===== src/v2p_pkg.sv =====
// Shared types, constants and the arctangent table for the vector-to-polar pipeline.
`default_nettype none

package v2p_pkg;

  // angles inside the pipeline are in units of 2^-ZQ degree
  localparam int ZQ           = 24;
  localparam int CORDIC_STEPS = 24;
  // CORDIC x/y datapath and angle accumulator widths
  localparam int CW           = 64;
  localparam int ZW           = 34;

  localparam logic signed [ZW-1:0] DEG90_Q  = ZW'(64'd90 << ZQ);
  localparam logic signed [ZW-1:0] DEG180_Q = ZW'(64'd180 << ZQ);
  localparam logic signed [ZW-1:0] DEG360_Q = ZW'(64'd360 << ZQ);

  // one radian in 2^-24 degree
  localparam logic [63:0] RAD_IN_DEG_Q = 64'd961263669;

  typedef struct packed {
    logic ax_zero;
    logic ay_zero;
    logic x_neg;
    logic y_neg;
  } v2p_flags_t;

  // atan(2^-i) in 2^-24 degree, rounded to nearest
  function automatic logic signed [ZW-1:0] atan_q(input int i);
    logic signed [ZW-1:0] v;
    case (i)
      0:  v = ZW'(64'd754974720);
      1:  v = ZW'(64'd445687602);
      2:  v = ZW'(64'd235489088);
      3:  v = ZW'(64'd119537938);
      4:  v = ZW'(64'd60000934);
      5:  v = ZW'(64'd30029717);
      6:  v = ZW'(64'd15018523);
      7:  v = ZW'(64'd7509720);
      8:  v = ZW'(64'd3754917);
      9:  v = ZW'(64'd1877466);
      10: v = ZW'(64'd938734);
      11: v = ZW'(64'd469367);
      default: v = ZW'((RAD_IN_DEG_Q + (64'd1 << (i - 1))) >> i);
    endcase
    return v;
  endfunction

endpackage

`default_nettype wire


===== src/v2p_cordic_step.sv =====
// One vectoring CORDIC micro-rotation stage; also carries valid and flags.
`default_nettype none

module v2p_cordic_step
  import v2p_pkg::*;
#(
  parameter int STEP   = 0,
  parameter bit ACTIVE = 1'b1
) (
  input  wire logic                 clk,
  input  wire logic                 rst_n,
  input  wire logic                 valid_i,
  input  wire v2p_flags_t           flags_i,
  input  wire logic signed [CW-1:0] cx_i,
  input  wire logic signed [CW-1:0] cy_i,
  input  wire logic signed [ZW-1:0] z_i,
  output logic                      valid_o,
  output v2p_flags_t                flags_o,
  output logic signed [CW-1:0]      cx_o,
  output logic signed [CW-1:0]      cy_o,
  output logic signed [ZW-1:0]      z_o
);

  localparam logic signed [ZW-1:0] ATAN = atan_q(STEP);

  logic                 valid_r;
  v2p_flags_t           flags_r;
  logic signed [CW-1:0] cx_r, cy_r, cx_nxt, cy_nxt, sx, sy;
  logic signed [ZW-1:0] z_r, z_nxt;
  logic                 pos;

  assign sx  = cx_i >>> STEP;
  assign sy  = cy_i >>> STEP;
  assign pos = !cy_i[CW-1] && (cy_i != '0);

  always_comb begin
    if (!ACTIVE) begin
      cx_nxt = cx_i;
      cy_nxt = cy_i;
      z_nxt  = z_i;
    end else if (pos) begin
      cx_nxt = cx_i + sy;
      cy_nxt = cy_i - sx;
      z_nxt  = z_i + ATAN;
    end else begin
      cx_nxt = cx_i - sy;
      cy_nxt = cy_i + sx;
      z_nxt  = z_i - ATAN;
    end
  end

  always_ff @(posedge clk) begin
    if (!rst_n) begin
      valid_r <= 1'b0;
    end else begin
      valid_r <= valid_i;
    end
  end

  always_ff @(posedge clk) begin
    flags_r <= flags_i;
    cx_r    <= cx_nxt;
    cy_r    <= cy_nxt;
    z_r     <= z_nxt;
  end

  assign valid_o = valid_r;
  assign flags_o = flags_r;
  assign cx_o    = cx_r;
  assign cy_o    = cy_r;
  assign z_o     = z_r;

endmodule

`default_nettype wire


===== config.mk =====
export PLATFORM = sky130hd
export DESIGN_NAME = v2p_cordic_step
export DESIGN_NICKNAME = d
export VERILOG_FILES = /design/src/v2p_pkg.sv /design/src/v2p_cordic_step.sv
export SDC_FILE = /design/constraint.sdc
export NUM_CORES = 1
export LEC_CHECK = 0
export ABC_AREA = 1
export BUFFER_PORTS_ARGS = -buffer_cell sky130_fd_sc_hd__buf_4
export CAP_MARGIN = 20
export CORE_ASPECT_RATIO = 0.5
export CORE_UTILIZATION = 30
export CTS_BUF_LIST = sky130_fd_sc_hd__clkbuf_8
export DETAILED_ROUTE_END_ITERATION = 16
export HOLD_SLACK_MARGIN = 0.02
export PLACE_DENSITY = 0.59
export SYNTH_ARGS = -nofsm -noshare
export SYNTH_HDL_FRONTEND = slang
export SYNTH_SLANG_ARGS = --single-unit

===== constraint.sdc =====
create_clock -name clk -period 5.8 [get_ports clk]
set_input_delay 0 -clock clk [delete_from_list [all_inputs] [get_ports clk]]
set_output_delay 0 -clock clk [all_outputs]
set_load 0.02 [all_outputs]

==> run metrics <==
TritonCTS clock tree=built; drt drc=0; Netlist cell types=42; layout cell share with drive strength beyond 1=10.17%; syn_area_per_cell=5.435 um^2; Die ar.=0.07199 mm^2; Leak Pwr=14.79 nW; relative slew slack=41.14%; area of the core=0.06951 mm^2; fill cell count=7871; Iter 0 DRT Violations=2631; Initial Util=30.58%; clock slew at reported path FFs=0.11 ns; PortBufs=335; Placement Rows=68; number of synthesized flops with an enable pin=0; run status=finished, final reports clean; Main synth FF type=dfxtp_1; Design Power=5.138 mW; Pwr per Cell Area=202.7 mW/mm^2; FF+latch count, synth=166; post-route setup slack=1.451 ns; chip width=378.5 um; worst hold slack=0.09155 ns; Routed met3 length=7026 um; sequential-to-total area share from yosys stat=15.63%; CTS buffer count=17; largest net degree at the start of global routing=78; fraction of registers with async set/reset=0%; Routed WL per cell=20.68 um; max_cap viols=0; synthesized net count=4281; Yosys warning count=0; Peak VDD IR=145.9 uV; synthesized area=0.02126 mm^2; Critical Path Start Type=input pin; dpl ws=2.126 ns; Setup TNS=0 ns; combinational power share=54.2%; Sw Ratio=49.94%; commonest non-fill, non-tap cell in the layout=nand2_1; Mapped Cells=3911; die height=190.2 um; Syn-to-layout area delta=19.26%; sw power=2.566 mW; drt via density=4.854; Int Pwr=2.572 mW; unrepaired setup endpoints after global routing=no; Placed Area=0.02441 mm^2; Nets=4606; GPL Wtd Cong=1.019; fmax=0.2299 GHz; clock period minus worst slack=4.349 ns; Pre-Repair DR Iteration Count=6; wl on met1=52530 um; number of setup buffers added after CTS=0; fin. max-slew vios=0; CTS root buf=clkbuf_8; initial antenna violation count=2; first-pass GRT wire length=152500 um; fin area=0.02535 mm^2; met2 wire length=46410 um; Highest Signal Layer=met4; most frequent cells in the layout=nand2_1, inv_1, buf_4, nand3_1, nor2_1; DR vias=25222; Max Root-Sink Buffers=2; largest fanout on the critical path=67; Clock power frac=18.2%; worst slew pin tran=0.8809 ns; drt total wl=107400 um; Tcrit/Tclk final=74.98%; Setup Viol. Count Final=0; Worst setup EP type=flop; required time of the critical path=6.30 ns; Detail Placement HPWL=93270 um; number of global-route vias before repair=23203; critical path arrival=4.85 ns; Final Hold Fails=0; Setup Crit Path Kind=input pin to flop; Hold WC Path Type=input pin to flop; # clock sinks=166; Ports=336; GR Util All Layers=29.15%; Routed Antenna Nets=0; Seq pwr share=27.6%; grt ovf=0; H-tree depth=4
-- path summary, 6_finish.rpt --
kind  startpoint      end  cells past startpoint
max      cy_i[0]  z_o[33]                     18
min       z_i[4]   z_o[4]                      2
-- metal layers --
metal  vias up  track usage (%)
li1      12516                -
met1     11763            43.18
met2       886            45.40
met3        57            3.364
met4         0            4.796
met5         -                0
-- final cells by class --
class	count	area [um^2]	area share, %
clock inverters	12	110.1	0.4343
diodes	2	5.005	0.01974
repair buffers	395	3113	12.28
well taps	945	1182	4.664
inverters	809	3037	11.98
clock buffers	20	275.3	1.086
multi-input cells	2847	14310	56.43
flip-flops and latches	166	3323	13.11
-- worst max-delay path, cell delays in order --
cell           delay (ns)
dlygate4sd3_1        0.55
buf_4                0.15
inv_1                0.10
nand4_1              0.33
nor3_1               0.34
nand3_1              0.14
nor2_2               0.22
nand2_1              0.15
nand2_4              0.63
ha_1                 0.42
nand2_1              0.12
nor2_1               0.05
o21ai_0              0.17
nand4_1              0.13
nand3b_1             0.17
dlygate4sd3_1        0.56
nand2_1              0.06
dlygate4sd3_1        0.54
-- synthesized netlist by cell type (2+ instances only) --
library cell  number  share of area [%]
xnor2_1            4               0.16
o21bai_1          34                1.2
buf_2             24               0.57
nor2_4             2               0.11
nor2_1           281                5.0
nand3b_1           3               0.11
and2_1             3              0.088
a31oi_1            2              0.059
clkbuf_1           9               0.16
nand2_1         1447                 26
a21oi_1          191                4.5
a21o_1             5               0.18
o21ai_0          142                3.3
nand3_1          314                7.4
fa_1               4               0.38
a21boi_0           2              0.071
inv_1            807                 14
or2_0              2              0.059
nand3_2            7               0.33
nand4_1           46                1.4
inv_2              2              0.035
or2_1              2              0.059
buf_4             50                1.8
dfxtp_1          166                 16
nor4_1             7               0.21
nand2_2           15               0.44
nor3_1            22               0.52
nor3_2            13               0.61
ha_1             197                 12
a21oi_2            3               0.12
buf_6              3               0.16
nor2_2            14               0.41
xor2_1            77                3.2
or2_2              3              0.088
-- sequential cells by signal (all words and copies together), names as in the netlist --
register  count
flags_o       4
cx_o         63
valid_o       1
cy_o         64
z_o          34
-- power groups by stage --
stage          clock network [mW]  registers, mW  logic (mW)
2_1_floorplan                   0           1.66        1.34
6_report                    0.937           1.42        2.78
3_3_place_gp                    0           1.45        2.68
4_1_cts                     0.957           1.42        2.74
3_5_place_dp                    0           1.45        2.69
5_1_grt                      1.01           1.43        3.00
-- per-stage QoR --
step | instances | util [%]
5_1_grt | 5196 | 36.47
6_report | 5196 | 36.47
3_3_place_gp | 5106 | 35.11
2_1_floorplan | 3911 | -
3_5_place_dp | 5107 | 35.12
4_1_cts | 5194 | 36.47
-- repair_timing --
item / CTS / global route
endpoints found under the hold margin: 55 / 0
gates resized for setup: 0 / 0
hold buffers: 55 / 0
-- logic make-up (layout without fill, tap and decap cells) --
logic type	count (synthesis)	count (layout)	synth area share (%)
adders and majority gates	201	201	11.97
and+or+nand+nor	2183	2183	42.37
other	0	2	0
DFF	166	166	15.63
AOI/OAI and AO/OA	382	382	9.570
xor gates and xnor gates	81	81	3.337
buffers and inverters	898	1236	17.12
Note: power is estimated with default switching activity, not from simulation.
