[config.mk]
export PLATFORM = sky130hd
export DESIGN_NAME = v2p_back
export DESIGN_NICKNAME = d
export VERILOG_FILES = /design/src/v2p_pkg.sv /design/src/v2p_back.sv
export SDC_FILE = /design/constraint.sdc
export NUM_CORES = 1
export LEC_CHECK = 0
export BUFFER_PORTS_ARGS = -buffer_cell sky130_fd_sc_hd__buf_2
export CELL_PAD_IN_SITES_DETAIL_PLACEMENT = 0
export CELL_PAD_IN_SITES_GLOBAL_PLACEMENT = 1
export CORE_ASPECT_RATIO = 0.7
export CORE_MARGIN = 4
export CORE_UTILIZATION = 35
export DETAILED_ROUTE_END_ITERATION = 12
export GPL_TIMING_DRIVEN = 0
export PLACE_DENSITY = 0.75
export SYNTH_ARGS = -nofsm -noshare
export SYNTH_HDL_FRONTEND = slang
export SYNTH_SLANG_ARGS = --single-unit
export TNS_END_PERCENT = 20
[constraint.sdc]
create_clock -name clk -period 3.1 [get_ports clk]
set_input_delay 0.155 -clock clk [delete_from_list [all_inputs] [get_ports clk]]
set_output_delay 0.155 -clock clk [all_outputs]
set_load 0.05 [all_outputs]
[src/v2p_pkg.sv]
// Shared types, constants and the arctangent table for the vector-to-polar pipeline.
`default_nettype none

package v2p_pkg;

  // angles inside the pipeline are in units of 2^-ZQ degree
  localparam int ZQ           = 24;
  localparam int CORDIC_STEPS = 24;
  // CORDIC x/y datapath and angle accumulator widths
  localparam int CW           = 64;
  localparam int ZW           = 34;

  localparam logic signed [ZW-1:0] DEG90_Q  = ZW'(64'd90 << ZQ);
  localparam logic signed [ZW-1:0] DEG180_Q = ZW'(64'd180 << ZQ);
  localparam logic signed [ZW-1:0] DEG360_Q = ZW'(64'd360 << ZQ);

  // one radian in 2^-24 degree
  localparam logic [63:0] RAD_IN_DEG_Q = 64'd961263669;

  typedef struct packed {
    logic ax_zero;
    logic ay_zero;
    logic x_neg;
    logic y_neg;
  } v2p_flags_t;

  // atan(2^-i) in 2^-24 degree, rounded to nearest
  function automatic logic signed [ZW-1:0] atan_q(input int i);
    logic signed [ZW-1:0] v;
    case (i)
      0:  v = ZW'(64'd754974720);
      1:  v = ZW'(64'd445687602);
      2:  v = ZW'(64'd235489088);
      3:  v = ZW'(64'd119537938);
      4:  v = ZW'(64'd60000934);
      5:  v = ZW'(64'd30029717);
      6:  v = ZW'(64'd15018523);
      7:  v = ZW'(64'd7509720);
      8:  v = ZW'(64'd3754917);
      9:  v = ZW'(64'd1877466);
      10: v = ZW'(64'd938734);
      11: v = ZW'(64'd469367);
      default: v = ZW'((RAD_IN_DEG_Q + (64'd1 << (i - 1))) >> i);
    endcase
    return v;
  endfunction

endpackage

`default_nettype wire

[src/v2p_back.sv]
// Output stages: clamp, quadrant mapping, angle rounding with wrap, magnitude rounding.
`default_nettype none

module v2p_back
  import v2p_pkg::*;
#(
  parameter int COORD_BITS      = 16,
  parameter int ANGLE_FRAC_BITS = 7
) (
  input  wire logic                   clk,
  input  wire logic                   rst_n,
  input  wire logic                   valid_i,
  input  wire v2p_flags_t             flags_i,
  input  wire logic signed [ZW-1:0]   z_i,
  input  wire logic [COORD_BITS+1:0]  rem_i,
  input  wire logic [COORD_BITS-1:0]  q_i,
  output logic                        valid_o,
  output logic [15:0]                 angle_o,
  output logic [15:0]                 mag_o
);

  localparam int CB = COORD_BITS;
  localparam int SH = ZQ - ANGLE_FRAC_BITS;
  localparam int MW = (CB > 16) ? CB : 16;
  localparam logic [ZW-1:0] HALF = ZW'(64'd1 << (SH - 1));
  localparam logic [ZW-1:0] CIRC = ZW'(64'd360 << ANGLE_FRAC_BITS);

  logic                 v1_r, v2_r;
  logic signed [ZW-1:0] zc, th, full_s;
  logic [ZW-1:0]        full_r, rsum, ang, ang_nxt;
  logic [CB-1:0]        mag1_r, mag1_nxt;
  logic [MW-1:0]        mag_ext;
  logic [15:0]          angle_r, mag_r;

  always_comb begin
    if (z_i[ZW-1]) begin
      zc = '0;
    end else if (z_i > DEG90_Q) begin
      zc = DEG90_Q;
    end else begin
      zc = z_i;
    end
    // axis vectors bypass the CORDIC residue
    if (flags_i.ay_zero) begin
      th = '0;
    end else if (flags_i.ax_zero) begin
      th = DEG90_Q;
    end else begin
      th = zc;
    end
    case ({flags_i.y_neg, flags_i.x_neg})
      2'b00:   full_s = th;
      2'b01:   full_s = DEG180_Q - th;
      2'b10:   full_s = DEG360_Q - th;
      2'b11:   full_s = DEG180_Q + th;
      default: full_s = th;
    endcase
  end

  // round to nearest: floor root plus one when the remainder exceeds it
  assign mag1_nxt = q_i + CB'(rem_i > {2'b00, q_i});

  assign rsum    = full_r + HALF;
  assign ang     = rsum >> SH;
  assign ang_nxt = (ang >= CIRC) ? ang - CIRC : ang;
  assign mag_ext = MW'(mag1_r);

  always_ff @(posedge clk) begin
    if (!rst_n) begin
      v1_r <= 1'b0;
      v2_r <= 1'b0;
    end else begin
      v1_r <= valid_i;
      v2_r <= v1_r;
    end
  end

  always_ff @(posedge clk) begin
    full_r  <= $unsigned(full_s);
    mag1_r  <= mag1_nxt;
    angle_r <= ang_nxt[15:0];
    mag_r   <= mag_ext[15:0];
  end

  assign valid_o = v2_r;
  assign angle_o = angle_r;
  assign mag_o   = mag_r;

endmodule

`default_nettype wire

==> results.yml <==
worst_setup_path:
  end_kind: "register"
  path_class: "register to register"
  startpoint_type: "register"
  arrival_ns: 3.14
  crit_fanout: 4
  worstPathRequired_ns: 3.30
  worst_r2r_path_depth: 12
timing:
  worst_pin_slew_ns: 0.7049
  fin_crit_sh_pct: 94.84
  rsz0062_at_grt: "yes"
  setup_viol: 0
  hold_viol: 0
  whs_ns: 0.03728
  drv_slew: 0
  period_minus_slack_ns: 2.940
  fmax_mhz: 340.1
  slew_headroom_pct: 52.89
  finClkSkew_ns: 0.006881
detailed_routing:
  postRouteAntennaNets: 0
  via_per_inst: 5.028
  top_layer_used: "met4"
  drc: 0
  drtIter0Drc: 203
  wl_per_cell_um: 13.76
  wl_mm: 9.494
  met2WireLength_mm: 3.862
  vias: 3469
  wl_met3_um: 612
  wl_met1_mm: 4.950
  drt_first_pass_iters: 5
pwr:
  p_clk_share_pct: 38.2
  pwr-share-comb_pct: 23.6
  p_int_w: 0.001796
  worst_ir_drop_vdd_v: 0.0002468
  leakage_nw: 2.246
  p_switching_w: 0.0007959
  p_seq_share_pct: 38.3
  powerDensity_nw_per_um2: 516.7
  switching_share_pct: 30.70
clock_network:
  tritoncts: "built"
  clk_path_buf_depth: 2
  numCtsBuffers: 9
  cts-root-buf: "clkbuf_16"
  htree_levels: 3
  clk_pin_slew_ns: 0.06
  postCtsHoldBufs: 0
  insertion_delay_ns: 0.32
  clock-sinks: 68
yosys:
  async_reset_ff_share_pct: 0
  seq_area_frac_synth_pct: 35.70
  synthFlopType: "dfxtp_1"
  syn_area_per_cell_um2: 8.931
  synth_area_um2: 3814
  ys_types: 74
  ys_ff_latch: 68
  ys_warn_count: 0
  synth_edf_count: 0
  synth_cells: 427
die:
  die_w_um: 132.8
  die_y_um: 95.34
  fp-row-count: 31
  initial_core_util_pct: 36.42
  io_pins: 108
  core_area_um2: 10470
  die_area_um2: 12660
grt:
  first_global_vias: 3244
  grt_usage_pct: 14.79
  gr-total-overflow: 0
  antenna_found_initial: 0
  grt_max_degree: 14
  grt_first_pass_wirelength_mm: 15.29
finish:
  final_cell_area_um2: 5017
  fillCellCount: 1072
  diodes: 0
  synthToLayoutAreaGrowth_pct: 31.56
  final_common_cell: "buf_2"
  drive_above_1_share_pct: 31.18
  layout_common_cells: "buf_2 (107), dfxtp_1 (62), nand2_1 (31), nor2_1 (30), ha_1 (29)"
  nNetsFinal: 659
worst_hold_path:
  hp-class: "input pin to register"
  min_path_cells: 2
job:
  drv_cap: 0
run_status:
  status: "finished clean"
place:
  portBuffers: 107
  dpl.hpwl_mm: 7.743
  place_area_um2: 4518
  place.gp.congestion: 0.8822
-- flip-flops by register name, indices dropped and copies added (netlist names) --
register / count
angle_o: 16
valid_o: 1
mag1_r: 16
mag_o: 16
full_r: 18
v1_r: 1
-- power by group through the flow --
stage	Sequential (W)	Clock [W]	Combinational [W]
2_1_floorplan	0.00116	0	0.000257
3_3_place_gp	0.00101	0	0.000582
3_5_place_dp	0.00101	0	0.000588
4_1_cts	0.000991	0.00102	0.000604
5_1_grt	0.00100	0.00106	0.000665
6_report	0.000992	0.000989	0.000611
-- layout make-up --
type	instances	area (µm²)	area share [%]
Clock inverter	7	75.07	1.496
Inverter	29	108.9	2.170
Sequential cell	68	1374	27.38
Buffer	9	63.81	1.272
Timing Repair Buffer	114	588.1	11.72
Multi-Input combinational cell	322	2417	48.18
Clock buffer	9	225.2	4.489
Tap cell	132	165.2	3.292
-- cells in the mapped netlist, drive strengths merged, types with 3 or more instances --
| library cell | n | area, µm² |
|---|---|---|
| a211oi | 6 | 50.05 |
| a21o | 8 | 60.06 |
| a21oi | 10 | 50.05 |
| a22oi | 7 | 52.55 |
| and2 | 3 | 18.77 |
| and4 | 4 | 37.54 |
| buf | 6 | 36.28 |
| clkbuf | 3 | 11.26 |
| dfxtp | 68 | 1361 |
| ha | 31 | 387.9 |
| inv | 29 | 108.9 |
| nand2 | 31 | 116.4 |
| nand2b | 6 | 37.54 |
| nand3 | 18 | 90.09 |
| nand4 | 17 | 118.9 |
| nor2 | 33 | 128.9 |
| nor2b | 7 | 43.79 |
| nor3 | 17 | 101.4 |
| nor4 | 7 | 43.79 |
| o21a | 5 | 37.54 |
| o21ai | 16 | 80.07 |
| o21bai | 4 | 30.03 |
| o221ai | 3 | 26.28 |
| or3 | 3 | 18.77 |
| xnor2 | 27 | 236.5 |
| xor2 | 11 | 103.9 |
-- layer usage --
metal / up-vias / GRT usage, %
met5: - / 0
met3: 4 / 3.534
met1: 1553 / 21.76
met4: 0 / 4.152
met2: 108 / 21.48
li1: 1804 / -
-- metrics by stage --
| step | std cells | TNS [ns] | power [W] | worst slack, ns | util [%] |
|---|---|---|---|---|---|
| finish | 690 | 0 | 0.002592 | 0.1601 | 47.91 |
| global route | 690 | -0.02905 | 0.002725 | -0.02282 | 47.91 |
| CTS | 687 | 0 | 0.002611 | 0.01238 | 47.18 |
| detailed placement | 667 | -2.193 | 0.001598 | -0.3512 | 43.14 |
| global placement | 667 | -2.131 | 0.001589 | -0.3443 | 43.14 |
| floorplan | 428 | 0 | 0.001417 | 0.1263 | - |
-- worst paths after layout --
kind | startpoint | to | slack [ns]
worst min register to register | mag1_r[6] | mag_o[6] | 0.32
worst max register to register | full_r[17] | angle_o[13] | 0.16
worst min-delay path | valid_i | v1_r | 0.04
worst max-delay path | full_r[17] | angle_o[13] | 0.16
-- timing repair --
item                       in CTS  in global routing
pin swaps                       7                  6
setup endpoints to repair       6                  8
resized for setup              20                 12
setup buffers                   4                  3
-- worst max-delay path, cell delays in order (launching register included) --
cell and delay (ns):
dfxtp_4 0.38, ha_4 0.14, nand4_1 0.17, nor2_4 0.13, nand4_1 0.15, xor2_2 0.17, ha_2 0.19, or4b_4 0.49
a2111oi_4 0.22, o221ai_2 0.19, a221oi_4 0.32, o21ai_1 0.12, xor2_1 0.15
-- cells by family after synthesis --
| group | after synthesis | share of synthesized area [%] |
|---|---|---|
| xor gates and xnor gates | 38 | 8.924 |
| buffers and inverters | 38 | 4.101 |
| muxes | 3 | 0.8530 |
| adders and majority gates | 31 | 10.17 |
| DFF | 68 | 35.70 |
| AOI/OAI and AO/OA | 86 | 16.54 |
| and+or+nand+nor | 162 | 23.62 |
| other | 1 | 0.09833 |
No activity file was read; power rests on OpenSTA's default activity.
