### src/v2p_sqrt_step.sv
// One result bit of the digit-by-digit integer square root.
`default_nettype none

module v2p_sqrt_step #(
  parameter int COORD_BITS = 16,
  parameter bit ACTIVE     = 1'b1
) (
  input  wire logic                    clk,
  input  wire logic [2*COORD_BITS-1:0] n_i,
  input  wire logic [COORD_BITS+1:0]   rem_i,
  input  wire logic [COORD_BITS-1:0]   q_i,
  output logic [2*COORD_BITS-1:0]      n_o,
  output logic [COORD_BITS+1:0]        rem_o,
  output logic [COORD_BITS-1:0]        q_o
);

  localparam int CB = COORD_BITS;

  logic [2*CB-1:0] n_r, n_nxt;
  logic [CB+1:0]   rem_r, rem_nxt, rs, trial;
  logic [CB-1:0]   q_r, q_nxt;
  logic            ge;

  // bring down the next two radicand bits; trial subtrahend is 4q+1
  assign rs    = {rem_i[CB-1:0], n_i[2*CB-1 -: 2]};
  assign trial = {q_i, 2'b01};
  assign ge    = (rs >= trial);

  always_comb begin
    if (ACTIVE) begin
      n_nxt   = n_i << 2;
      rem_nxt = ge ? rs - trial : rs;
      q_nxt   = {q_i[CB-2:0], ge};
    end else begin
      n_nxt   = n_i;
      rem_nxt = rem_i;
      q_nxt   = q_i;
    end
  end

  always_ff @(posedge clk) begin
    n_r   <= n_nxt;
    rem_r <= rem_nxt;
    q_r   <= q_nxt;
  end

  assign n_o   = n_r;
  assign rem_o = rem_r;
  assign q_o   = q_r;

endmodule

`default_nettype wire

### config.mk
export PLATFORM = sky130hd
export DESIGN_NAME = v2p_sqrt_step
export DESIGN_NICKNAME = d
export VERILOG_FILES = /design/src/v2p_sqrt_step.sv
export SDC_FILE = /design/constraint.sdc
export NUM_CORES = 1
export LEC_CHECK = 0
export BUFFER_PORTS_ARGS = -buffer_cell sky130_fd_sc_hd__buf_2
export CAP_MARGIN = 20
export CORE_MARGIN = 2
export CORE_UTILIZATION = 50
export CTS_BUF_LIST = sky130_fd_sc_hd__clkbuf_4
export DETAILED_ROUTE_END_ITERATION = 12
export GPL_ROUTABILITY_DRIVEN = 1
export GPL_TIMING_DRIVEN = 0
export PLACE_DENSITY = 0.88
export REMOVE_ABC_BUFFERS = 1
export SLEW_MARGIN = 40
export SYNTH_ARGS = -nofsm -noshare
export SYNTH_HDL_FRONTEND = slang
export SYNTH_SLANG_ARGS = --single-unit
### constraint.sdc
create_clock -name clk -period 7 [get_ports clk]
set_input_delay 0.7 -clock clk [delete_from_list [all_inputs] [get_ports clk]]
set_output_delay 0.7 -clock clk [all_outputs]
set_load 0.01 [all_outputs]
==> run summary, run 1 <==
Run status: finished, final reports clean
Synth warnings: 0
Average instance area after synthesis: 10.58 um^2
Share of synthesized flip-flops with an asynchronous set or reset: 0
First drt pass iteration count: 4
Share of cells above drive strength 1: 0.4178
Number of enable flip-flop cells after synthesis: 0
Final Net Count: 463
Maximum number of pins on one net before global-route repair: 13
Total via count in the routed design: 2249
Ys flop type: dfxtp_1
Max transition margin: 0.4550
Row count: 26
RD Place Congestion: 0.8011
Max frequency: 354.7 MHz
Distinct cell type count after synthesis: 45
Starting density of the core: 0.5119
Die X: 75.85 um
Classification of the worst setup path: in -> reg
Total die area: 5753 um^2
Number of antenna violations at the first check in global routing: 0
Static leakage: 1.739 nW
Largest vdd supply drop: 137.7 uV
Area growth from synthesis to layout: 32.43%
Crit path max fanout: 12
Number of sinks handled by clock tree synthesis: 64
Final hold viol count: 0
Via count of the first global-routing pass: 2034
Number of setup violations in the final report: 0
Pwr Density: 260.8 nW/um^2
Vert. Die Dim: 75.85 um
Vias per inst: 4.965
Max H-tree Level: 3
CTS clk-pin slew, worst paths: 120 ps
Total of max-cap violations: 0
# port buffers: 128
Total global-route track usage: 0.2126
Category of the worst setup path launch point: primary input
Clock buffers created by TritonCTS: 9
Resized cells post-CTS: 0
Shortest period the worst path allows: 2819 ps
Final Util: 0.6779
Residual DRC: 0
Part of the Yosys area used for sequential elements: 0.4964
Count of antenna-violating nets left after detailed routing: 0
DR iter-0 viols: 63
Crit path capture type: flop
Required time reported for the critical path endpoint: 7300 ps
Final period util: 0.4028
Worst Tran Pin Value: 808.9 ps
WL/cell: 13.56 um
Gate count after technology mapping: 244
Half-perimeter wire length after placement: 4771 um
Classification of the worst-slack hold path: in -> reg
Area of the placeable core: 5042 um^2
Buffers from clock root to sink, at most: 2
Hold buffers post-CTS: 0
First-pass GRT wire length: 9039 um
CTS Root Buffer Type: clkbuf_4
Sum Neg Setup Slack: 0 ps
Flip-flop and latch count after synthesis: 64
Post-CTS setup-driven buffer insertion count: 0
Antenna fix cells: 0
Final number of max-transition violations: 0
I/O pin total: 133
TritonCTS clock tree: done
WP data arrival: 3120 ps
Unrepaired setup endpoints after global routing: no
Netlist Area Pre-Place: 2581 um^2
Grt total ovfl: 0
Detailed Route WL: 6143 um
worst paths after layout:
check	end	slack (ps)	startpoint	cells past startpoint
setup / recovery	rem_o[3]	4180	q_i[13]	10
hold / removal	n_o[13]	400	n_i[11]	1
power breakdown:
group	total, mW	internal (mW)	switching (mW)
sequential	0.405	0.398	0.00743
combinational	0.199	0.0927	0.107
clock	0.287	0.153	0.134
total	0.892	0.643	0.248
cell type report:
class                   instances  area, um^2
well taps                      70       87.58
flip-flops and latches         64        1281
fillers                       403        1624
clock buffers                  11       82.58
inverters                      19       73.82
multi-input cells             156        1171
clock inverters                 5       81.33
repair buffers                128       640.6
state kept, by name, indices dropped and copies added, names as in the netlist:
register and count:
n_o 30, q_o 16, rem_o 18
synthesized netlist by cell type, types with 2 or more instances:
cell | n | share of area
a211o_1 | 2 | 0.0068
a211oi_1 | 4 | 0.012
a21o_1 | 4 | 0.012
a21oi_1 | 16 | 0.031
buf_4 | 2 | 0.0058
dfxtp_1 | 64 | 0.50
ha_1 | 18 | 0.087
inv_1 | 18 | 0.026
mux2_2 | 2 | 0.0087
mux2_4 | 8 | 0.047
nand2_1 | 13 | 0.019
nand2b_1 | 2 | 0.0048
nand3_1 | 8 | 0.016
nand4_1 | 3 | 0.0073
nor2_1 | 9 | 0.013
nor3_1 | 4 | 0.0078
o211ai_1 | 5 | 0.015
o21a_1 | 10 | 0.029
o21ai_0 | 13 | 0.025
o21bai_1 | 2 | 0.0058
or3_1 | 2 | 0.0048
xnor2_1 | 7 | 0.024
xor2_1 | 6 | 0.020
cells by family (layout without fill, tap and decap cells):
logic type	after synthesis	after routing	share of synthesized area
XOR/XNOR	13	13	0.04411
AO/OA/AOI/OAI	66	66	0.1726
flip-flops	64	64	0.4964
other	1	2	0.001453
AND/OR/NAND/NOR	47	47	0.08920
buffers and inverters	25	163	0.05380
multiplexers	10	10	0.05526
adder cells (fa/ha/maj)	18	18	0.08725
critical path, stage by stage:
cell,delay (ps)
buf_2,80
inv_1,40
ha_1,450
nand3_1,140
or3_1,350
o41a_1,480
o21ai_4,210
nor2_4,100
inv_4,190
mux2_2,370
metal layers:
layer | vias to the layer above | track usage | routed length, um
met4 | 0 | 0.07602 | 63
met2 | 103 | 0.4052 | 3237
met3 | 10 | 0.07672 | 538
met1 | 1013 | 0.2083 | 2303
li1 | 1123 | - | -
met5 | - | 0 | 0
cells in the final DEF, fill, tap and decap left out, types with 5 or more instances in the layout:
master    count
inv_1        18
nand2_1      13
o211ai_1      5
o21ai_0      13
buf_2       128
nor2_1        9
mux2_4        8
a21oi_1      16
xnor2_1       7
xor2_1        6
o21a_1       10
dfxtp_1      64
nand3_1       8
ha_1         18
clkbuf_4     11
stage by stage:
step | instances | cell area, um^2 | setup WS, ps | hold WS, ps | power (mW)
CTS | 453 | 3413 | 4193 | 374.4 | 0.9005
detailed placement | 437 | 3249 | 3756 | 803.9 | 0.6115
finish | 453 | 3418 | 4181 | 403.5 | 0.8917
global placement | 437 | 3248 | 3762 | 802.4 | 0.6063
global route | 453 | 3418 | 4071 | 357.3 | 0.9418
floorplan | 239 | 2520 | 4104 | 727.7 | 0.5370
Power figures use the tool's default switching activity.
==> run 2: changes to the inputs <==
--- a/config.mk
+++ b/config.mk
@@ -8,12 +8,12 @@
 export BUFFER_PORTS_ARGS = -buffer_cell sky130_fd_sc_hd__buf_2
 export CAP_MARGIN = 20
 export CORE_MARGIN = 2
-export CORE_UTILIZATION = 50
+export CORE_UTILIZATION = 47
 export CTS_BUF_LIST = sky130_fd_sc_hd__clkbuf_4
 export DETAILED_ROUTE_END_ITERATION = 12
 export GPL_ROUTABILITY_DRIVEN = 1
 export GPL_TIMING_DRIVEN = 0
-export PLACE_DENSITY = 0.88
+export PLACE_DENSITY = 0.84
 export REMOVE_ABC_BUFFERS = 1
 export SLEW_MARGIN = 40
 export SYNTH_ARGS = -nofsm -noshare
==> constraint.sdc (replaced) <==
create_clock -name clk -period 2.7 [get_ports clk]
set_input_delay 0.27 -clock clk [delete_from_list [all_inputs] [get_ports clk]]
set_output_delay 0.27 -clock clk [all_outputs]
set_load 0.01 [all_outputs]
==> run summary, run 2 (synthesis gave the netlist of run 1 again) <==
Run status: finished, final reports clean
Crit path max fanout: 12
Required time reported for the critical path endpoint: 3010 ps
Residual DRC: 0
Maximum number of pins on one net before global-route repair: 13
Area of the placeable core: 5205 um^2
Die X: 78.11 um
Number of antenna violations at the first check in global routing: 0
TritonCTS clock tree: done
Largest vdd supply drop: 334.0 uV
Detailed Route WL: 7509 um
First-pass GRT wire length: 12050 um
DR iter-0 viols: 52
Max H-tree Level: 3
Share of cells above drive strength 1: 0.3715
Total via count in the routed design: 2479
Final period util: 0.8812
Unrepaired setup endpoints after global routing: no
Shortest period the worst path allows: 2379 ps
Grt total ovfl: 0
I/O pin total: 133
Max transition margin: 0.4966
Vias per inst: 4.978
Pwr Density: 616.3 nW/um^2
Resized cells post-CTS: 0
Static leakage: 1.927 nW
Number of setup violations in the final report: 0
WP data arrival: 2690 ps
Max frequency: 420.3 MHz
Crit path max-delay cell type: o41a_1
Half-perimeter wire length after placement: 4676 um
CTS Root Buffer Type: clkbuf_4
Category of the worst setup path launch point: primary input
Critical path's largest stage delay: 490 ps
Final Net Count: 508
Classification of the worst setup path: in -> reg
Non-Filler Cell Area, Final: 3864 um^2
Last element of the critical path: rem_o[4]
Vert. Die Dim: 78.11 um
Worst setup path start: q_i[13]
Classification of the worst-slack hold path: in -> reg
Worst Tran Pin Value: 747.2 ps
WHS: 97.48 ps
Total die area: 6100 um^2
Row count: 26
Instance area after placement: 3248 um^2
First drt pass iteration count: 4
Most common library cell in the layout ignoring fill and taps: buf_2
Total met2 wirelength after detailed routing: 3825 um
Flip-flop count of the largest register after layout: 30
Clock buffers created by TritonCTS: 9
Antenna fix cells: 0
Met1 Wirelength: 2897 um
Via count of the first global-routing pass: 2531
Total global-route track usage: 0.2532
Number of sinks handled by clock tree synthesis: 64
Commonest cells after routing, fill and taps aside: buf_2 (128), dfxtp_1 (64), dlygate4sd3_1 (45)
Final number of max-transition violations: 0
Critical Path, Cell by Cell: buf_2 -> inv_1 -> ha_1 -> nand3_1 -> or3_1 -> o41a_1 -> o21ai_4 -> nor2_4 -> inv_4 -> mux2_2
Starting density of the core: 0.4959
CTS clk-pin slew, worst paths: 110 ps
Top layer in use: met4
Count of antenna-violating nets left after detailed routing: 0
Crit path capture type: flop
WL/cell: 15.08 um
Final hold viol count: 0
Total of max-cap violations: 0
RD Place Congestion: 0.8479
Area growth from synthesis to layout: 49.69%
Total length of routed met3 wires: 610 um
Buffers from clock root to sink, at most: 2
# port buffers: 128
-- run 2: changes by cell type in the layout (fill, tap and decap cells not counted) --
cell           previous run  this run
a2111oi_2                 1         0
dlygate4sd3_1             0        45
a2111oi_1                 0         1
-- run 2: worst max-delay path, delay by kind of cell --
kind | cells | cell delay, ps
buffers and inverters | 3 | 300
AND/OR/NAND/NOR | 3 | 590
AO/OA/AOI/OAI | 2 | 710
multiplexers | 1 | 360
adder cells (fa/ha/maj) | 1 | 440
-- run 2: metal layers --
layer | vias up | track usage
met5 | - | 0
met4 | 0 | 0.09649
met3 | 16 | 0.09195
met2 | 126 | 0.4586
met1 | 1118 | 0.2673
li1 | 1219 | -
-- run 2: worst min path at each step --
stage,from,to,cells past startpoint
after floorplan,n_i[8],n_o[10],0
after global placement,n_i[12],n_o[14],1
after detailed placement,n_i[21],n_o[23],1
after CTS,rem_i[4],rem_o[6],2
after global routing,rem_i[4],rem_o[6],2
final,rem_i[9],rem_o[11],2
-- run 2: through the flow --
step,instances,util,TNS (ps),power [mW],setup WS [ps]
2_1_floorplan,239,-,0,1.392,234.2
3_3_place_gp,437,0.6240,-648.3,1.571,-95.78
3_5_place_dp,437,0.6240,-761.3,1.582,-103.0
4_1_cts,498,0.7421,0,2.373,323.2
5_1_grt,498,0.7423,0,2.503,202.4
6_report,498,0.7423,0,2.381,320.8
-- run 2: area by class of cell --
type	instances	area, um^2
Clock inverter	5	81.33
Inverter	19	73.82
Clock buffer	11	82.58
Tap cell	70	87.58
Fill cell	388	1341
Timing Repair Buffer	173	1091
Multi-Input combinational cell	156	1166
Sequential cell	64	1281
-- run 2: timing repair --
action | in CTS | in global routing
setup endpoints to repair | 0 | 0
hold buffers | 45 | 0
setup buffers | 0 | 0
endpoints found under the hold margin | 45 | 0
-- run 2: power by group --
part	switching, mW	internal [mW]	total [mW]
registers	0.0238	1.03	1.06
logic	0.290	0.283	0.572
clock network	0.357	0.397	0.754
total	0.670	1.71	2.38
