--- src/v2p_pkg.sv ---
// Shared types, constants and the arctangent table for the vector-to-polar pipeline.
`default_nettype none

package v2p_pkg;

  // angles inside the pipeline are in units of 2^-ZQ degree
  localparam int ZQ           = 24;
  localparam int CORDIC_STEPS = 24;
  // CORDIC x/y datapath and angle accumulator widths
  localparam int CW           = 64;
  localparam int ZW           = 34;

  localparam logic signed [ZW-1:0] DEG90_Q  = ZW'(64'd90 << ZQ);
  localparam logic signed [ZW-1:0] DEG180_Q = ZW'(64'd180 << ZQ);
  localparam logic signed [ZW-1:0] DEG360_Q = ZW'(64'd360 << ZQ);

  // one radian in 2^-24 degree
  localparam logic [63:0] RAD_IN_DEG_Q = 64'd961263669;

  typedef struct packed {
    logic ax_zero;
    logic ay_zero;
    logic x_neg;
    logic y_neg;
  } v2p_flags_t;

  // atan(2^-i) in 2^-24 degree, rounded to nearest
  function automatic logic signed [ZW-1:0] atan_q(input int i);
    logic signed [ZW-1:0] v;
    case (i)
      0:  v = ZW'(64'd754974720);
      1:  v = ZW'(64'd445687602);
      2:  v = ZW'(64'd235489088);
      3:  v = ZW'(64'd119537938);
      4:  v = ZW'(64'd60000934);
      5:  v = ZW'(64'd30029717);
      6:  v = ZW'(64'd15018523);
      7:  v = ZW'(64'd7509720);
      8:  v = ZW'(64'd3754917);
      9:  v = ZW'(64'd1877466);
      10: v = ZW'(64'd938734);
      11: v = ZW'(64'd469367);
      default: v = ZW'((RAD_IN_DEG_Q + (64'd1 << (i - 1))) >> i);
    endcase
    return v;
  endfunction

endpackage

`default_nettype wire

--- src/v2p_front.sv ---
// Input stages: absolute values, axis/sign flags, squares and their sum.
`default_nettype none

module v2p_front
  import v2p_pkg::*;
#(
  parameter int COORD_BITS = 16
) (
  input  wire logic                       clk,
  input  wire logic                       rst_n,
  input  wire logic                       valid_i,
  input  wire logic signed [COORD_BITS-1:0] x_i,
  input  wire logic signed [COORD_BITS-1:0] y_i,
  output logic                            valid_o,
  output v2p_flags_t                      flags_o,
  output logic [COORD_BITS-1:0]           ax_o,
  output logic [COORD_BITS-1:0]           ay_o,
  output logic [2*COORD_BITS-1:0]         n_o
);

  localparam int CB = COORD_BITS;

  logic                      va_r, vb_r;
  v2p_flags_t                fa_r, fb_r, fa_nxt;
  logic [CB-1:0]             axa_r, aya_r, axb_r, ayb_r, ax_nxt, ay_nxt;
  logic signed [2*CB-1:0]    sqx_nxt, sqy_nxt;
  logic [2*CB-1:0]           sqx_r, sqy_r, n_r, n_nxt;

  // most negative input maps to 2^(CB-1) as an unsigned magnitude
  assign ax_nxt  = x_i[CB-1] ? $unsigned(-x_i) : $unsigned(x_i);
  assign ay_nxt  = y_i[CB-1] ? $unsigned(-y_i) : $unsigned(y_i);
  assign sqx_nxt = x_i * x_i;
  assign sqy_nxt = y_i * y_i;
  assign n_nxt   = sqx_r + sqy_r;

  always_comb begin
    fa_nxt.ax_zero = (x_i == '0);
    fa_nxt.ay_zero = (y_i == '0);
    fa_nxt.x_neg   = x_i[CB-1];
    fa_nxt.y_neg   = y_i[CB-1];
  end

  always_ff @(posedge clk) begin
    if (!rst_n) begin
      va_r <= 1'b0;
      vb_r <= 1'b0;
    end else begin
      va_r <= valid_i;
      vb_r <= va_r;
    end
  end

  always_ff @(posedge clk) begin
    fa_r  <= fa_nxt;
    axa_r <= ax_nxt;
    aya_r <= ay_nxt;
    sqx_r <= $unsigned(sqx_nxt);
    sqy_r <= $unsigned(sqy_nxt);
    fb_r  <= fa_r;
    axb_r <= axa_r;
    ayb_r <= aya_r;
    n_r   <= n_nxt;
  end

  assign valid_o = vb_r;
  assign flags_o = fb_r;
  assign ax_o    = axb_r;
  assign ay_o    = ayb_r;
  assign n_o     = n_r;

endmodule

`default_nettype wire

--- config.mk ---
export PLATFORM = sky130hd
export DESIGN_NAME = v2p_front
export DESIGN_NICKNAME = d
export VERILOG_FILES = /design/src/v2p_pkg.sv /design/src/v2p_front.sv
export SDC_FILE = /design/constraint.sdc
export NUM_CORES = 1
export LEC_CHECK = 0
export BUFFER_PORTS_ARGS = -buffer_cell sky130_fd_sc_hd__buf_2
export CAP_MARGIN = 20
export CORE_UTILIZATION = 57
export DETAILED_ROUTE_END_ITERATION = 8
export GPL_ROUTABILITY_DRIVEN = 0
export PLACE_DENSITY = 0.72
export SKIP_LAST_GASP = 1
export SLEW_MARGIN = 10
export SYNTH_ARGS = -nofsm -noshare
export SYNTH_HDL_FRONTEND = slang
export SYNTH_SLANG_ARGS = --single-unit
--- constraint.sdc ---
create_clock -name clk -period 7.9 [get_ports clk]
set_input_delay 0.395 -clock clk [delete_from_list [all_inputs] [get_ports clk]]
set_output_delay 0.395 -clock clk [all_outputs]
set_load 0.02 [all_outputs]
==> results.md, run 1 <==
* Outcome: complete, no violations
* FP Rows at 73
* Post-synth EDFFs at 0
* Hold Path Depth at 2
* Mapped Nets at 3,147
* Crit path cell chain: buf_2 -> clkinv_1 -> nor2_1 -> fa_1 -> fa_1 -> fa_1 -> fa_1 -> fa_1 -> inv_1 -> fa_1 -> inv_1 -> ha_1 -> inv_1 -> nor3_1 -> inv_1 -> a211oi_1 -> o2111ai_1 -> a31oi_1 -> nor4_1 -> a311o_1
* Layout Skew at 0.0155 ns
* Initial core utilization at 0.581
* # Post-CTS Setup Buffers at 0
* Layout fillers at 3,239
* CTS root buf: clkbuf_16
* Clock tree sinks at 166
* DRT iter0 DRCs at 968
* CP Launch Type: input pin
* Synth top area share at 0.405
* Most frequent cell after synthesis: inv_1
* Slew of the pin with the lowest slew margin at 0.608 ns
* Die Y at 204 um
* Area Growth Syn to Fin at 6.94%
* Tot GR Track Use at 0.248
* Post-Syn Area at 23,200 sq um
* Via density at 5.25
* Cell mode on critical path: fa_1
* Fmax at 152 MHz
* Die Wd at 204 um
* Top_reg_cell synth: dfxtp_1
* Fraction of layout cells with a size suffix above 1 at 0.0639
* Req. time, crit path at 8.24 ns
* Worst r2r path cells at 9
* WL/cell at 15.6 um
* Routed WL at 47,300 um
* Hold Fails Final Rpt at 0
* Gr ovfl total at 0
* HP Class: in2reg
* Ranking of synthesized cells by area: fa_1 (40%), dfxtp_1 (14%), ha_1 (12%)
* Max Cap Violations at 0
* Inserted Clock Buffers at 17
* CP Max Fanout at 13
* Cells after synthesis at 2,425
* Core Box Area at 39,900 sq um
* Avg Cell Area, Syn at 9.57 sq um
* Crit end category: register
* Cell taking the most area after synthesis: fa_1
* Final HPWL DP at 38,900 um
* Number of top-level pins at 104
* RSZ-0062 raised after global routing: no
* Worst EP arrival at 6.93 ns
* Post-route DRC violation count at 0
* Global-route wire length before repair at 80,900 um
* Ys async rst share at 0
* Slew HR at 0.590
* Hold_sp: valid_i
* Post-route ant nets at 0
* CTS Buffer Depth at 2
* Yosys warns at 0
* Largest net degree at the start of global routing at 33
* Vias in the first global route at 17,100
* N_diodes at 0
* Reg-to-reg startpoint: sqy_r[3]
* Crit path time final at 6.59 ns
* Seq/Total Area, Yosys at 0.143
* Worst Setup SP: x_i[3]
* Port bufs at 103
* Setup_tns at 0 ns
* Final period util at 0.834
* Via count at 15,900
* Clock Pin Slew Worst Setup and Hold Paths at 0.07 ns
* Most frequent cells after synthesis: inv_1 (632), fa_1 (469), ha_1 (218), nand2_1 (181), dfxtp_1 (166)
* Final setup fails at 0
* Hold buffer count at CTS at 0
* Clock Latency Late Sink at 0.46 ns
* H-tree depth at 4
* Initial antenna violation count at 0
* Nets at 3,212
* Drt first pass iters at 7
* Highest cell delay on the worst timing path at 0.82 ns
* CTS tree: yes
* Resized cells post-CTS at 0
* Die Footprint at 41,500 sq um
* WS Path Type: in2reg
* Synthesized flop and latch total at 166
* CP max stage cell: fa_1
* Pins Over Slew Limit at 0
* Post-synth cell types at 66
[cell families (layout without fill, tap and decap cells)]
group,after synthesis,count (layout),synth area share
flops,166,166,0.143
simple gates,490,490,0.0984
fa+ha+maj,687,687,0.522
xor+xnor,130,130,0.0491
buf+inv,702,780,0.114
mux,2,2,0.000863
compound gates,248,248,0.0724
[metrics by stage]
step / util / worst slack [ns] / cell area [sq um] / hold slack [ns] / instances
2_1_floorplan: - / 1.60 / 23200 / 0.310 / 2425
3_3_place_gp: 0.606 / 1.07 / 24200 / 0.311 / 2996
3_5_place_dp: 0.606 / 0.888 / 24200 / 0.312 / 2996
4_1_cts: 0.622 / 1.33 / 24800 / 0.117 / 3028
5_1_grt: 0.622 / 0.839 / 24800 / 0.142 / 3028
6_report: 0.622 / 1.31 / 24800 / 0.138 / 3028
[cell usage in the layout, fill, tap and decap left out, drive strengths merged, types with 11 or more instances in the layout]
| master | n |
|---|---|
| nor2 | 123 |
| inv | 639 |
| a21o | 33 |
| o21ai | 45 |
| nand3 | 21 |
| and2 | 62 |
| ha | 218 |
| a211oi | 16 |
| nor3 | 19 |
| clkbuf | 20 |
| nor2b | 14 |
| fa | 469 |
| a21oi | 67 |
| xor2 | 24 |
| xnor2 | 106 |
| nand2 | 181 |
| o21a | 11 |
| and3 | 16 |
| buf | 108 |
| dfxtp | 166 |
[state kept, by name (all words and copies together) (netlist names)]
name and cells:
ax_o 16, axa_r 15, ay_o 16, aya_r 15
fa_r 4, flags_o 4, n_o 32, sqx_r 31
sqy_r 31, va_r 1, valid_o 1
[layer usage]
| metal | GRT usage | up-vias | share of wire |
|---|---|---|---|
| li1 | - | 7446 | - |
| met3 | 0.0342 | 76 | 0.048 |
| met2 | 0.435 | 369 | 0.51 |
| met1 | 0.314 | 8005 | 0.41 |
| met4 | 0.0840 | 0 | 0.026 |
| met5 | 0 | - | 0 |
[worst max-delay path, delay by kind of cell]
family          cells  cell delay [ns]
buf+inv             6             0.93
simple gates        3             0.62
fa+ha+maj           7             3.76
compound gates      4             1.22
[path summary, 6_finish.rpt]
check              end  slack, ns
max          sqx_r[30]       1.31
min               va_r       0.14
max reg2reg    n_o[31]       5.24
min reg2reg    ay_o[1]       0.32
[area by class of cell]
type,count,area (sq um),area share
multi-input cells,1557,17200,0.695
flip-flops and latches,166,3320,0.134
inverters,640,2400,0.0968
well taps,525,657,0.0265
repair buffers,108,553,0.0223
clock buffers,20,447,0.0180
clock inverters,12,189,0.00762
Power of run 1 is not shown: default switching activity piles up to over one toggle a cycle in this logic, so the estimate is an artifact.
==> inputs of run 2 (changes only) <==
- ABC_AREA: not set -> 1
- PLACE_DENSITY: 0.72 -> 0.74
- clock period: 7.9 -> 6 ns (I/O delays scaled with it)
==> run 2 against run 1 <==
First-iteration DRC count rose by 42%. Worst hold slack gained 0.055 ns. Die area is 13% higher. Wire length increased by 22%. Highest routed layer is now met5. Sequential share of layout area down 1.5 points. Sequential cell count unchanged. Global-route usage is 1.4 points higher. Critical path type unchanged. Final cell count is 34% higher. Synthesized cell count is 38% higher.
==> results.md, run 2 <==
* Nets at 4,152 (+29%)
* Routing usage on met3 at 0.0484 (+0.0142)
* Clock tree sinks at 166 (unchanged)
* Worst path top cell family by delay: adder cells
* Synthesized flop and latch total at 166 (unchanged)
* Resized cells post-CTS at 0 (unchanged)
* Hold buffer count at CTS at 3 (+3)
* CP Launch Type: input pin
* Die Y at 216 um (+6.1%)
* Cell taking the most area after synthesis: fa_1
* CP max stage cell: fa_1
* Top_reg_cell synth: dfxtp_1
* Cell mode on critical path: fa_1
* Worst Setup SP: x_i[15]
* DRT iter0 DRCs at 1,378 (+42%)
* Synth top area share at 0.359 (-0.0456)
* H-tree depth at 4 (unchanged)
* Ys async rst share at 0 (unchanged)
* Die Wd at 216 um (+6.1%)
* Post-synth EDFFs at 0 (unchanged)
* Met2 usage at 0.425 (-0.0101)
* Initial antenna violation count at 1 (+1)
* Most frequent cells in the layout: inv_1 (960), nand2_1 (846), fa_1 (469)
* Inserted Clock Buffers at 17 (unchanged)
* Crit path cell chain: buf_2 -> buf_4 -> nand2_1 -> fa_1 -> inv_1 -> fa_1 -> inv_1 -> fa_1 -> fa_1 -> fa_1 -> fa_1 -> inv_1 -> ha_1 -> inv_1 -> nor3_1 -> nand2_1 -> inv_1 -> nand3_1 -> nand3_1 -> nand2_1
* FP Rows at 78 (+6.8%)
* Post-Syn Area at 26,100 sq um (+13%)
* N_diodes at 0 (unchanged)
* Max Cap Violations at 0 (unchanged)
* Largest net degree at the start of global routing at 23 (-30%)
* Crit path time final at 5.38 ns
* Clock Latency Late Sink at 0.48 ns (+0.02 ns)
* Global-route wire length before repair at 97,200 um (+20%)
* Final setup fails at 0 (unchanged)
* Most frequent cell after synthesis: inv_1
* Max FFs per register at 32 (unchanged)
* Via count at 20,100 (+26%)
* Slew HR at 0.648 (+0.0575)
* Clock Pin Slew Worst Setup and Hold Paths at 0.07 ns (about the same)
* Worst EP arrival at 5.74 ns (-1.19 ns)
* Setup_tns at 0 ns (unchanged)
* Fraction of layout cells with a size suffix above 1 at 0.0697 (+0.00578)
* Core Box Area at 45,300 sq um (+13%)
* RSZ-0062 raised after global routing: no
* Number of top-level pins at 104 (unchanged)
* Drt first pass iters at 5 (-2)
* CTS tree: yes
* Die Footprint at 46,700 sq um (+13%)
* Via density at 4.96 (-5.5%)
* WS Path Type: in2reg
* Hold Fails Final Rpt at 0 (unchanged)
* Most frequent cells after synthesis: inv_1 (960), nand2_1 (846), fa_1 (469), ha_1 (218), dfxtp_1 (166)
* Gr ovfl total at 0 (unchanged)
* Tot GR Track Use at 0.262 (+0.0139)
* Ranking of synthesized cells by area: fa_1 (36%), inv_1 (14%), dfxtp_1 (13%)
* Grt met1 use at 0.355 (+0.0407)
* Slew of the pin with the lowest slew margin at 0.528 ns (-0.0799 ns)
* Most used routing layer: met2
* Routed WL at 57,700 um (+22%)
* HP Class: in2reg
* Cells after synthesis at 3,342 (+38%)
* Req. time, crit path at 6.36 ns (-1.88 ns)
* # Post-CTS Setup Buffers at 0 (unchanged)
* Layout Skew at 0.0143 ns (-0.00118 ns)
* Final HPWL DP at 49,400 um (+27%)
* Yosys warns at 0 (unchanged)
* Initial core utilization at 0.577 (-0.00393)
* Outcome: complete, no violations
* Post-route DRC violation count at 0 (unchanged)
* Final period util at 0.896
* Port bufs at 103 (unchanged)
* Post-route ant nets at 0 (unchanged)
* Reg-to-reg startpoint: sqy_r[11]
* Post-synth cell types at 40 (-39%)
* Vias in the first global route at 20,300 (+18%)
* Crit end category: register
* WP buf/inv at 7 (+1)
* Avg Cell Area, Syn at 7.82 sq um (-18%)
* Mapped Nets at 4,064 (+29%)
* Hold_sp: y_i[4]
* Area Growth Syn to Fin at 6.93% (about the same)
* WL/cell at 14.3 um (-8.6%)
* Layout fillers at 4,016 (+24%)
* CTS Buffer Depth at 2 (unchanged)
* Seq/Total Area, Yosys at 0.127 (-0.0161)
* CTS root buf: clkbuf_16
* CP Max Fanout at 21 (+8)
* Fmax at 186 MHz
* Most common cell after layout, fill and taps aside: inv_1
* Pins Over Slew Limit at 0 (unchanged)
* Highest cell delay on the worst timing path at 0.61 ns (-0.21 ns)
-- run 2: through the flow --
step / utilization / cell area [sq um] / hold slack [ns] / cells / worst slack, ns
after global placement: 0.603 / 27300 / 0.310 / 4008 / 0.277
after CTS: 0.617 / 28000 / 0.153 / 4043 / 0.708
after floorplan: - / 26100 / 0.310 / 3342 / 0.459
after global routing: 0.617 / 28000 / 0.179 / 4043 / 0.293
final: 0.617 / 28000 / 0.193 / 4043 / 0.625
after detailed placement: 0.603 / 27300 / 0.313 / 4008 / 0.222
-- run 2: layout make-up --
cell class	instances	area (sq um)	area share
multi-input combinational	2137	18800	0.674
clock inverter	15	186	0.00667
sequential	166	3320	0.119
clock buffer	17	425	0.0152
timing repair buffer	138	786	0.0281
inverter	970	3640	0.130
tap	600	751	0.0269
-- run 2: kinds of logic after synthesis --
group / after synthesis / synth area share
adder cells (fa/ha/maj): 687 / 0.463
flip-flops: 166 / 0.127
XOR/XNOR: 94 / 0.0315
AND/OR/NAND/NOR: 1215 / 0.194
AO/OA/AOI/OAI: 141 / 0.0318
buffers and inverters: 1039 / 0.152
-- run 2: path summary, 6_finish.rpt --
check / end / slack [ns] / cells after the start
hold / removal: aya_r[4] / 0.19 / 3
setup reg to reg: n_o[29] / 4.24 / 9
setup / recovery: sqx_r[30] / 0.62 / 20
hold reg to reg: ax_o[4] / 0.32 / 0
-- run 2: tightest hold or removal path, stage by stage --
cell and delay [ns]:
buf_2 0.21, xor2_1 0.09, inv_1 0.04
-- run 2: metal layers --
metal / vias to the layer above / wire length, um
li1: 9826 / -
met1: 9557 / 25700
met2: 581 / 26900
met3: 94 / 3730
met4: 2 / 1310
met5: - / 13
Power of run 2 is left out for the same reason.
